<file path="config.mk">
export PLATFORM = sky130hd
export DESIGN_NAME = sobel_lane
export DESIGN_NICKNAME = d
export VERILOG_FILES = /design/src/hdl/sobel_pkg.sv /design/src/hdl/sobel_lane.sv
export SDC_FILE = /design/constraint.sdc
export NUM_CORES = 1
export LEC_CHECK = 0
export ABC_CLOCK_PERIOD_IN_PS = 9150
export BUFFER_PORTS_ARGS = -buffer_cell sky130_fd_sc_hd__clkbuf_2
export CORE_UTILIZATION = 30
export DETAILED_ROUTE_END_ITERATION = 8
export GPL_TIMING_DRIVEN = 0
export PLACE_DENSITY = 0.43
export SLEW_MARGIN = 30
export SYNTH_ARGS = -nofsm -noshare
export SYNTH_HDL_FRONTEND = slang
export SYNTH_SLANG_ARGS = --single-unit
</file>
<file path="constraint.sdc">
create_clock -name clk -period 9.15 [get_ports clk]
set_clock_uncertainty 0.2 [all_clocks]
set_input_delay 0.915 -clock clk [delete_from_list [all_inputs] [get_ports clk]]
set_output_delay 0.915 -clock clk [all_outputs]
set_load 0.005 [all_outputs]
</file>
<file path="src/hdl/sobel_pkg.sv">
// Shared types and constants for the RGB Sobel edge-magnitude block.
// Used by sobel_window, sobel_lane and sobel_edge_magnitude_rgb.
package sobel_pkg;

  localparam int MAX_WIDTH_DEF  = 1024;
  localparam int MAX_HEIGHT_DEF = 1024;
  localparam int DIM_RESET      = 1024;

  localparam int PIX_W      = 8;
  localparam int CFG_IDX_W  = 4;
  localparam int CFG_DATA_W = 11;

  // register indexes of the configuration port
  localparam logic [CFG_IDX_W-1:0] REG_IMAGE_WIDTH  = CFG_IDX_W'(0);
  localparam logic [CFG_IDX_W-1:0] REG_IMAGE_HEIGHT = CFG_IDX_W'(1);

  // input item kinds
  localparam logic FUNC_PIXEL = 1'b0;
  localparam logic FUNC_FLUSH = 1'b1;

  // largest Gx^2+Gy^2 whose rounded root still fits in 8 bits (rounds to 255)
  localparam logic [20:0] SAT_SUM = 21'd65280;
  localparam logic [7:0]  MAG_MAX = 8'd255;

  // channel 0 blue, 1 green, 2 red
  typedef logic [2:0][PIX_W-1:0] rgb_t;
  // [row][col][channel]
  typedef rgb_t [2:0][2:0] taps_t;
  // [row][col] of one channel
  typedef logic [2:0][2:0][PIX_W-1:0] ch_taps_t;

  typedef struct packed {
    logic emit;
    logic last;
  } win_sts_t;

  typedef struct packed {
    logic start;
    logic ack;
  } lane_ctl_t;

  typedef struct packed {
    logic busy;
    logic done;
  } lane_sts_t;

endpackage

</file>
<file path="src/hdl/sobel_lane.sv">
// One channel lane: Sobel gradients, squares, and a bit-serial rounded root.
// Depends on sobel_pkg.
module sobel_lane (
  input  logic                 clk,
  input  logic                 rst_n,
  input  sobel_pkg::ch_taps_t  taps,
  input  sobel_pkg::lane_ctl_t ctl,
  output sobel_pkg::lane_sts_t sts,
  output logic [7:0]           mag
);
  import sobel_pkg::*;

  typedef enum logic [5:0] {
    L_IDLE = 6'b000001,
    L_SQR  = 6'b000010,
    L_SUM  = 6'b000100,
    L_ROOT = 6'b001000,
    L_RND  = 6'b010000,
    L_DONE = 6'b100000
  } lane_state_t;

  lane_state_t state_r, state_nxt;

  logic signed [10:0] gx_r, gy_r, gx_nxt, gy_nxt;
  logic [19:0] sqx_r, sqy_r;
  logic [15:0] s_r;
  logic [7:0]  root_r, root_nxt, mag_r, mag_nxt;
  logic [2:0]  bit_r;

  logic [9:0]  xp, xn, yp, yn, ax, ay;
  logic [20:0] s_full;
  logic [7:0]  t;
  logic [15:0] tt, rr;
  logic        rnd;

  always_comb begin
    xp = 10'(taps[0][2]) + 10'({taps[1][2], 1'b0}) + 10'(taps[2][2]);
    xn = 10'(taps[0][0]) + 10'({taps[1][0], 1'b0}) + 10'(taps[2][0]);
    yp = 10'(taps[2][0]) + 10'({taps[2][1], 1'b0}) + 10'(taps[2][2]);
    yn = 10'(taps[0][0]) + 10'({taps[0][1], 1'b0}) + 10'(taps[0][2]);
    gx_nxt = $signed({1'b0, xp}) - $signed({1'b0, xn});
    gy_nxt = $signed({1'b0, yp}) - $signed({1'b0, yn});

    ax = gx_r[10] ? 10'(-gx_r) : gx_r[9:0];
    ay = gy_r[10] ? 10'(-gy_r) : gy_r[9:0];

    s_full = 21'(sqx_r) + 21'(sqy_r);

    t  = root_r | (8'd1 << bit_r);
    tt = t * t;
    root_nxt = (tt <= s_r) ? t : root_r;

    // round to nearest: s > r*r + r
    rr  = 16'(root_r * root_r) + 16'(root_r);
    rnd = (s_r > rr);
    mag_nxt = root_r + {7'd0, rnd};
  end

  always_comb begin
    state_nxt = state_r;
    unique case (state_r)
      L_IDLE: if (ctl.start) state_nxt = L_SQR;
      L_SQR:  state_nxt = L_SUM;
      L_SUM:  state_nxt = (s_full > SAT_SUM) ? L_DONE : L_ROOT;
      L_ROOT: if (bit_r == 3'd0) state_nxt = L_RND;
      L_RND:  state_nxt = L_DONE;
      L_DONE: if (ctl.ack) state_nxt = L_IDLE;
      default: state_nxt = L_IDLE;
    endcase
  end

  always_ff @(posedge clk) begin
    if (!rst_n) begin
      state_r <= L_IDLE;
    end else begin
      state_r <= state_nxt;
    end
  end

  always_ff @(posedge clk) begin
    if (state_r == L_IDLE && ctl.start) begin
      gx_r <= gx_nxt;
      gy_r <= gy_nxt;
    end
    if (state_r == L_SQR) begin
      sqx_r <= ax * ax;
      sqy_r <= ay * ay;
    end
    if (state_r == L_SUM) begin
      s_r    <= s_full[15:0];
      root_r <= '0;
      bit_r  <= 3'd7;
      mag_r  <= MAG_MAX;
    end
    if (state_r == L_ROOT) begin
      root_r <= root_nxt;
      bit_r  <= bit_r - 3'd1;
    end
    if (state_r == L_RND) begin
      mag_r <= mag_nxt;
    end
  end

  assign sts.busy = (state_r != L_IDLE) && (state_r != L_DONE);
  assign sts.done = (state_r == L_DONE);
  assign mag      = mag_r;

  a_start_idle: assert property (@(posedge clk) disable iff (!rst_n)
    ctl.start |-> (state_r == L_IDLE))
    else $error("lane started while working");

  a_ack_done: assert property (@(posedge clk) disable iff (!rst_n)
    ctl.ack |-> (state_r == L_DONE))
    else $error("lane result taken before it was ready");

endmodule
</file>
==> metrics, run 1 <==
GR Util All Layers=0.138; post-CTS resize count=0; Ports=86; max_slew headroom=0.358; Final Max Tran Viols=0; # rows=84; Post-Syn Area=between 15000 and 20000 um2; Post-Synthesis Cells=1692; run status=complete, but fails checks; reg2reg end=sqy_r[16]; minimum clock period=7.80 ns; RSZ-0062 raised after global routing=no; Via density=4.55; CP Data Required Time=9.07 ns; CP max stage cell=xor2_1; WHS Endpoint=state_r[2]; top_reg_cell synth=edfxtp_1; delay-heaviest family, CP=adder cells; GRT overflow=0; vias in the first global route=12200; die area=54900 um2; per-cell routed wire length=14.2 um; CTS Sinks=around 100; endpoints failing setup=0; Final ANT Viol Nets=0; first-pass GRT wire length=60.0 mm; #FFs+latches synth=101; Hold Crit Start=state_r[1]; CP Depth=25; total setup buffers inserted after CTS=0; Total Wirelength=about 35 mm; crit end category=flop; crit-path max cell delay=around 0.69 ns; routed vias=11200; htree depth=3; dominant cells by area after synthesis=fa_1 (26%), ha_1 (18%), edfxtp_1 (18%), inv_1 (8.4%), xnor2_1 (4.4%); most common cell in the netlist=inv_1; CTS Buf Count=9; Skew-Pair Late Insertion Delay=roughly 0.37 ns; peak fanout along the critical path=11; CP bufs+invs=6; Worst Reg2Reg Path Length in Cells=25; root buffer cell=clkbuf_16; Final Core Density=0.335; DRC viols=1; largest net degree at the start of global routing=33; NumNets Final=approximately 2300; fin cells=between 2000 and 2500; diode count=0; async set-reset flop share out of synthesis=0; syn_area_per_cell=9.57 um2; 1st-pass router iterations=6; DP HPWL=30.7 mm; Synth top cells by count=inv_1 (364), ha_1 (239), fa_1 (210), nor2_1 (150), edfxtp_1 (95); CP arrival=7.72 ns; Die X-Extent=about 230 um; post-synth top area share=0.260; Synth area leader=fa_1; period utilization=0.853; area delta synth->final=9.67%; failing checks=design-rule violations; initial cell density of the core=0.306; pin slew with the least headroom to its limit=0.963 ns; share of cells above drive strength 1=0.0767; TNS Setup=0 ns; initial antenna violation count=0; hold violation total from the final report=0; Max Cap Viol=0; hold_buf cts=0; RR Startpoint=gy_r[0]; port bufs=77; count of different cell masters after synthesis=70; Post-synth EDFFs=95; FMAX=roughly 0.13 GHz; core area=53000 um2; crit path launch=gy_r[0]; placed cells=2458; Syn. warnings=0; register area share after synthesis=0.184; Startpoint Class=flop; Clock transition at path regs=about 0.070 ns; Crit Path Category=flop to flop; CTS tree=built; DRT iter0 DRCs=266; clk buf depth=2; register-to-register setup slack=1.35 ns; hold path depth=2; GPL Wtd Cong=0.813; Syn Nets=2217; Hold WC Path Type=flop to flop; Die Y-Extent=234 um
==> worst max path at each step <==
stage | endpoint | slack, ns
2_1_floorplan | sqy_r[16] | 2.60
3_3_place_gp | sqy_r[16] | 1.28
3_5_place_dp | sqy_r[16] | 1.30
4_1_cts | sqy_r[16] | 1.27
5_1_grt | sqy_r[16] | 0.77
6_report | sqy_r[16] | 1.35
==> tightest hold or removal path, delay by kind of cell (launching register included) <==
family,cells,cell delay (ns)
and+or+nand+nor,2,0.17
DFF,1,0.32
==> sequential cells by signal, indices dropped and copies added, names as in the netlist <==
register / cells
bit_r: 3
gx_r: 11
gy_r: 11
mag: 8
root_r: 8
s_r: 16
sqx_r: 19
sqy_r: 19
state_r: 6
==> logic make-up (layout without fill, tap and decap cells) <==
logic type | after synthesis | count (layout) | synth area share
flip-flops | 101 | 101 | 0.184
AO/OA/AOI/OAI | 207 | 207 | 0.0852
adder cells (fa/ha/maj) | 449 | 449 | 0.444
AND/OR/NAND/NOR | 411 | 411 | 0.122
XOR/XNOR | 128 | 128 | 0.0697
multiplexers | 7 | 7 | 0.00464
buffers and inverters | 389 | 483 | 0.0907
==> final cells by class <==
| cell class | instances | area (um2) |
|---|---|---|
| fill | 5584 | 35200 |
| clock inverter | 7 | 48.8 |
| tap | 688 | 861 |
| inverter | 367 | 1380 |
| clock buffer | 9 | 225 |
| multi-input combinational | 1202 | 11800 |
| sequential | 101 | 2970 |
| buffer | 22 | 92.6 |
| timing repair buffer | 78 | 405 |
==> per-stage QoR <==
stage                     setup WS, ns  cell area (um2)  hold WS, ns
after floorplan                   2.60            16200        0.274
after global placement            1.28            17400        0.304
after detailed placement          1.30            17500        0.332
after CTS                         1.27            17800        0.349
after global routing             0.768            17800        0.376
final                             1.35            17800        0.340
==> cell usage in the layout (no fill, tap or decap), types with 4 or more instances in the layout <==
cell / instances
edfxtp_1: 95
o2111ai_1: 4
a21o_1: 26
mux2_2: 4
nand3_1: 20
ha_1: 239
nor2_1: 150
xor2_1: 43
a21oi_1: 70
clkbuf_16: 9
dfxtp_1: 6
clkbuf_1: 19
nand4_1: 12
inv_1: 363
fa_1: 210
o31ai_1: 5
o21ai_0: 28
xnor2_1: 82
o21a_1: 11
nor2b_1: 21
or2_2: 16
nor4_1: 5
nand2b_1: 26
nor3_1: 21
a31oi_1: 7
nand2_1: 86
o21ai_1: 15
or3_1: 12
and2_1: 16
nor3b_1: 5
and3_1: 5
o21bai_1: 8
clkbuf_2: 78
==> per-layer routing <==
metal  routed length, um  track usage  vias to the layer above
li1                    -            -                     5617
met1               15400        0.165                     5461
met2               18100        0.257                      139
met3                1210       0.0257                       28
met4                 516       0.0250                        0
met5                   0            0                        -
Power of run 1 is not shown: default switching activity piles up to over one toggle a cycle in this logic, so the estimate is an artifact.
==> run 2, diff against run 1 <==
ABC_AREA = 1   (was not set)
CORE_UTILIZATION = 44   (was 30)
PLACE_DENSITY = 0.58   (was 0.43)
==> run 2 against run 1 <==
Effect of this change: the run now ends clean; first-iteration DRC count rose by 110%; register-to-register slack better by 0.24 ns; sequential share of layout area fell by 0.65 points; setup slack better by 0.24 ns; flip-flop and latch count unchanged; final cell count is 9.0% higher; final area increased by 4.1%; core utilization rose by 15 points; synthesized area rose by 5.5%; worst hold slack better by 0.040 ns; critical endpoint is now root_r[7].
==> metrics, run 2 <==
root buffer cell=clkbuf_16 (unchanged); Via density=4.83 (was 4.55); CTS Sinks=101 (unchanged); Clock transition at path regs=0.08 ns (was 0.07 ns); Hold Crit Start=state_r[0] (was state_r[1]); CP most frequent cell=inv_1; Final Max Tran Viols=0 (unchanged); Post-synth EDFFs=95 (unchanged); largest net degree at the start of global routing=23 (was 33); initial antenna violation count=0 (unchanged); area delta synth->final=8.20% (was 9.67%); Crit Path Category=flop to flop (unchanged); peak fanout along the critical path=8 (was 11); hold violation total from the final report=0 (unchanged); crit-path max cell delay=0.65 ns (was 0.69 ns); Synth top cells by count=inv_1 (529), nand2_1 (382), ha_1 (239), fa_1 (210), nor2_1 (162) (was inv_1 (364), ha_1 (239), fa_1 (210), nor2_1 (150), edfxtp_1 (95)); port bufs=77 (unchanged); htree depth=3 (unchanged); max_slew headroom=0.452 (was 0.358); per-cell routed wire length=13.4 um (was 14.2 um); Final ANT Viol Nets=0 (unchanged); diode count=0 (unchanged); DRT iter0 DRCs=564 (was 266); run status=finished clean (was complete, but fails checks); CP Data Required Time=8.95 ns (was 9.07 ns); Syn Nets=2607 (was 2217); async set-reset flop share out of synthesis=0 (unchanged); syn_area_per_cell=8.20 um2 (was 9.57 um2); Startpoint Class=flop (unchanged); crit end category=flop (unchanged); #FFs+latches synth=101 (unchanged); Post-Synthesis Cells=2082 (was 1692); die area=39600 um2 (was 54900 um2); CP arrival=7.35 ns (was 7.72 ns); 1st-pass router iterations=6 (unchanged); count of different cell masters after synthesis=47 (was 70); top flop regs=sqx_r (19), sqy_r (19), s_r (16) (unchanged); Skew-Pair Late Insertion Delay=0.36 ns (was 0.37 ns); hold_buf cts=0 (unchanged); clk buf depth=2 (unchanged); Synth area leader=fa_1 (unchanged); CTS tree=built (unchanged); RSZ-0062 raised after global routing=no (unchanged); most common cell in the netlist=inv_1 (unchanged); design area=18500 um2 (was 17800 um2); core area=37900 um2 (was 53000 um2); crit path launch=root_r[2] (was gy_r[0]); most common cell after layout, fill and taps aside=inv_1 (unchanged); initial cell density of the core=0.450 (was 0.306); DP HPWL=31.9 mm (was 30.7 mm); Syn. warnings=0 (unchanged); DP Area=18200 um2 (was 17500 um2); GR Util All Layers=0.194 (was 0.138); total setup buffers inserted after CTS=0 (unchanged); Die X-Extent=199 um (was 234 um); pin slew with the least headroom to its limit=0.815 ns (was 0.963 ns); routed vias=13000 (was 11200); Total Wirelength=36.3 mm (was 35.2 mm); # rows=71 (was 84); GPL Wtd Cong=0.890 (was 0.813); DRC viols=0 (was 1); top_reg_cell synth=edfxtp_1 (unchanged); endpoints failing setup=0 (unchanged); Max Cap Viol=0 (unchanged); Post-Syn Area=17100 um2 (was 16200 um2); share of cells above drive strength 1=0.0691 (was 0.0767); CP max stage cell=a21boi_1 (was xor2_1); FMAX=0.132 GHz (was 0.128 GHz); dominant cells by area after synthesis=fa_1 (25%), ha_1 (18%), edfxtp_1 (17%), inv_1 (12%), nand2_1 (8.4%) (was fa_1 (26%), ha_1 (18%), edfxtp_1 (18%), inv_1 (8.4%), xnor2_1 (4.4%)); CTS Buf Count=9 (unchanged); GRT overflow=0 (unchanged); post-CTS resize count=0 (unchanged); NumNets Final=2706 (was 2306); vias in the first global route=13300 (was 12200); period utilization=0.826 (was 0.853); Final Core Density=0.487 (was 0.335); Hold WC Path Type=flop to flop (unchanged); Fill cells=3836 (was 5584); TNS Setup=0 ns (unchanged); minimum clock period=7.56 ns (was 7.80 ns); Ports=86 (unchanged); post-synth top area share=0.246 (was 0.260); commonest cells after routing, fill and taps aside=inv_1 (529), nand2_1 (382), ha_1 (239), fa_1 (210), nor2_1 (161) (was inv_1 (363), ha_1 (239), fa_1 (210), nor2_1 (150), edfxtp_1 (95)); Die Y-Extent=199 um (was 234 um); register area share after synthesis=0.174 (was 0.184); first-pass GRT wire length=61.4 mm (was 60.0 mm); RR Startpoint=root_r[2] (was gy_r[0])
==> run 2: cell count changes after synthesis, moves of 21 or more <==
cell      before  now
a21oi_1       71  112
inv_1        364  529
nand2_1       86  382
nand2b_1      26    0
nand3_1       20   53
nor2b_1       21    0
xnor2_1       82   30
==> run 2: cell families after synthesis <==
| family | share of synthesized area |
|---|---|
| adders and majority gates | 0.421 |
| xor gates and xnor gates | 0.0482 |
| buffers and inverters | 0.123 |
| and+or+nand+nor | 0.171 |
| DFF | 0.174 |
| AOI/OAI and AO/OA | 0.0626 |
==> run 2: area by class of cell <==
cell class / instances / area [um2] / area share
flip-flops and latches: 101 / 2970 / 0.161
repair buffers: 88 / 455 / 0.0246
clock inverters: 6 / 56.3 / 0.00305
multi-input cells: 1425 / 12000 / 0.651
plain buffers: 18 / 81.3 / 0.00440
well taps: 511 / 639 / 0.0346
clock buffers: 10 / 229 / 0.0124
inverters: 538 / 2020 / 0.109
==> run 2: path summary, 6_finish.rpt <==
path / end / slack, ns / depth (start not counted)
setup / recovery: root_r[7] / 1.59 / 25
hold / removal: state_r[2] / 0.38 / 3
setup reg to reg: root_r[7] / 1.59 / 25
hold reg to reg: state_r[2] / 0.38 / 3
==> run 2: metrics by stage <==
stage	hold slack [ns]	worst slack (ns)	instances
CTS	0.382	1.48	2697
detailed placement	0.360	1.50	2681
finish	0.380	1.59	2697
global placement	0.366	1.12	2670
floorplan	0.251	2.45	2082
global route	0.403	1.08	2697
==> run 2: routing by layer <==
metal	part of all wire	wire (um)	track usage
met1	0.44	15800	0.232
met2	0.52	18700	0.368
met3	0.034	1230	0.0248
met4	0.014	501	0.0379
met5	0	0	0
==> run 2: worst max-delay path, delay by kind of cell, from the launching register on <==
kind,cells,cell delay [ns]
AOI/OAI and AO/OA,7,2.15
xor gates and xnor gates,1,0.16
adders and majority gates,6,2.69
buffers and inverters,6,0.84
DFF,1,0.51
and+or+nand+nor,5,0.64
Power of run 2 is left out for the same reason.
==> run 3, diff against run 2 <==
ABC_AREA = 0   (was 1)
ABC_CLOCK_PERIOD_IN_PS = 6300   (was 9150)
PLACE_DENSITY = 0.61   (was 0.58)
clock period = 6.3 ns   (was 9.15 ns; I/O delays follow)
==> run 3 against run 2 <==
Effect of this change: the run now ends with design-rule violations, negative setup slack left; sequential share of layout area decreased by 1.2 points; highest routed layer unchanged; critical path type unchanged; first-iteration DRC count decreased by 27%; non-clock buffer count increased by 139; via count decreased by 7.1%; fmax increased by 16%; routed wire length decreased by 0.30%; register-to-register slack got worse by 1.8 ns; worst hold slack got worse by 0.062 ns.
==> metrics, run 3 (same netlist as run 1, synthesis figures left out) <==
Max Cap Viol=0 (unchanged); CTS Sinks=101 (unchanged); top layer in use=met4 (unchanged); Worst Setup Slack, final=-0.235 ns (was 1.59 ns); Die X-Extent=194 um (was 199 um); initial antenna violation count=0 (unchanged); Skew-Pair Late Insertion Delay=0.36 ns (about the same); share of cells above drive strength 1=0.254 (was 0.0691); pin slew with the least headroom to its limit=0.803 ns (was 0.815 ns); crit end category=flop (unchanged); FMAX=0.153 GHz (was 0.132 GHz); Final Max Tran Viols=0 (unchanged); initial cell density of the core=0.451 (was 0.450); Crit Path Category=flop to flop (unchanged); routed vias=12100 (was 13000); CP arrival=6.45 ns (was 7.35 ns); area delta synth->final=23.2% (was 8.20%); CP max stage cell=fa_1 (was a21boi_1); Hold WC Path Type=input pin to flop (was flop to flop); RSZ-0062 raised after global routing=yes (was no); endpoints failing setup=16 (was 0); clk buf depth=2 (unchanged); max_slew headroom=0.464 (was 0.452); port bufs=77 (unchanged); top flop regs=sqx_r (19), sqy_r (19), s_r (16) (unchanged); period utilization=1.04 (was 0.826); CP Data Required Time=6.21 ns (was 8.95 ns); fin cells=2391 (was 2697); CP most frequent cell=fa_1 (was inv_1); GRT overflow=0 (unchanged); vias in the first global route=12900 (was 13300); placed cells=2231 (was 2681); WL met3=1.29 mm (was 1.23 mm); htree depth=3 (unchanged); most common cell after layout, fill and taps aside=inv_1 (unchanged); minimum clock period=6.53 ns (was 7.56 ns); Ports=86 (unchanged); Via density=5.07 (was 4.83); crit-path max cell delay=0.52 ns (was 0.65 ns); Die Y-Extent=194 um (was 199 um); Fill cells=3118 (was 3836); run status=complete, but fails checks (was finished clean); GR Util All Layers=0.199 (was 0.194); GPL Wtd Cong=0.945 (was 0.890); die area=37600 um2 (was 39600 um2); # rows=69 (was 71); DRC viols=1 (was 0); diode count=0 (unchanged); wl on met1=14.7 mm (was 15.8 mm); hold_buf cts=0 (unchanged); DP HPWL=28.1 mm (was 31.9 mm); commonest cells after routing, fill and taps aside=inv_1 (330), fa_1 (202), ha_1 (201), buf_4 (139), nor2_1 (136) (was inv_1 (529), nand2_1 (382), ha_1 (239), fa_1 (210), nor2_1 (161)); per-cell routed wire length=15.1 um (was 13.4 um); CP bufs+invs=5 (was 6); NumNets Final=2451 (was 2706); failing checks=design-rule violations, negative setup slack; CTS Buf Count=9 (unchanged); CTS tree=built (unchanged); hold violation total from the final report=0 (unchanged); delay-heaviest family, CP=adder cells (unchanged); peak fanout along the critical path=3 (was 8); met2 routed WL=19.3 mm (was 18.7 mm); 1st-pass router iterations=7 (was 6); DRT iter0 DRCs=411 (was 564); Startpoint Class=flop (unchanged); first-pass GRT wire length=60.6 mm (was 61.4 mm); DP Area=17200 um2 (was 18200 um2); Clock transition at path regs=0.07 ns (was 0.08 ns); Final ANT Viol Nets=0 (unchanged); root buffer cell=clkbuf_16 (unchanged); design area=19900 um2 (was 18500 um2); core area=35900 um2 (was 37900 um2); largest net degree at the start of global routing=40 (was 23); Total Wirelength=36.2 mm (was 36.3 mm)
run 3: cell type report:
class / instances / area [um2] / share of cell area
Inverter: 367 / 1390 / 0.0699
Timing Repair Buffer: 228 / 1560 / 0.0784
Clock inverter: 4 / 26.3 / 0.00132
Buffer: 17 / 128 / 0.00640
Sequential cell: 101 / 2970 / 0.149
Tap cell: 461 / 577 / 0.0289
Clock buffer: 11 / 233 / 0.0117
Multi-Input combinational cell: 1202 / 13100 / 0.654
run 3: through the flow:
| stage | util | hold slack (ns) | setup TNS, ns | setup slack (ns) |
|---|---|---|---|---|
| 2_1_floorplan | - | 0.274 | 0 | 0.0107 |
| 4_1_cts | 0.529 | 0.306 | -0.620 | -0.183 |
| 3_3_place_gp | 0.480 | 0.294 | -21.31 | -0.908 |
| 5_1_grt | 0.555 | 0.327 | -6.63 | -0.465 |
| 6_report | 0.555 | 0.318 | -1.30 | -0.235 |
| 3_5_place_dp | 0.480 | 0.327 | -22.03 | -0.879 |
run 3: per-layer routing:
metal	vias up	global-route usage
li1	5910	-
met1	5915	0.229
met2	224	0.385
met3	63	0.0240
met4	0	0.0544
met5	-	0
run 3: repair_timing:
item	CTS	global route
pin swaps	102	102
setup buffers	105	46
resized for setup	160	137
setup endpoints to repair	39	32
run 3: worst paths after layout:
path                end  cells after the start  slack (ns)        from
max              mag[6]                     28       -0.23   root_r[6]
min          state_r[0]                      2        0.32       rst_n
max reg2reg      mag[6]                     28       -0.23   root_r[6]
min reg2reg  state_r[2]                      2        0.34  state_r[1]
Power of run 3 is left out for the same reason.
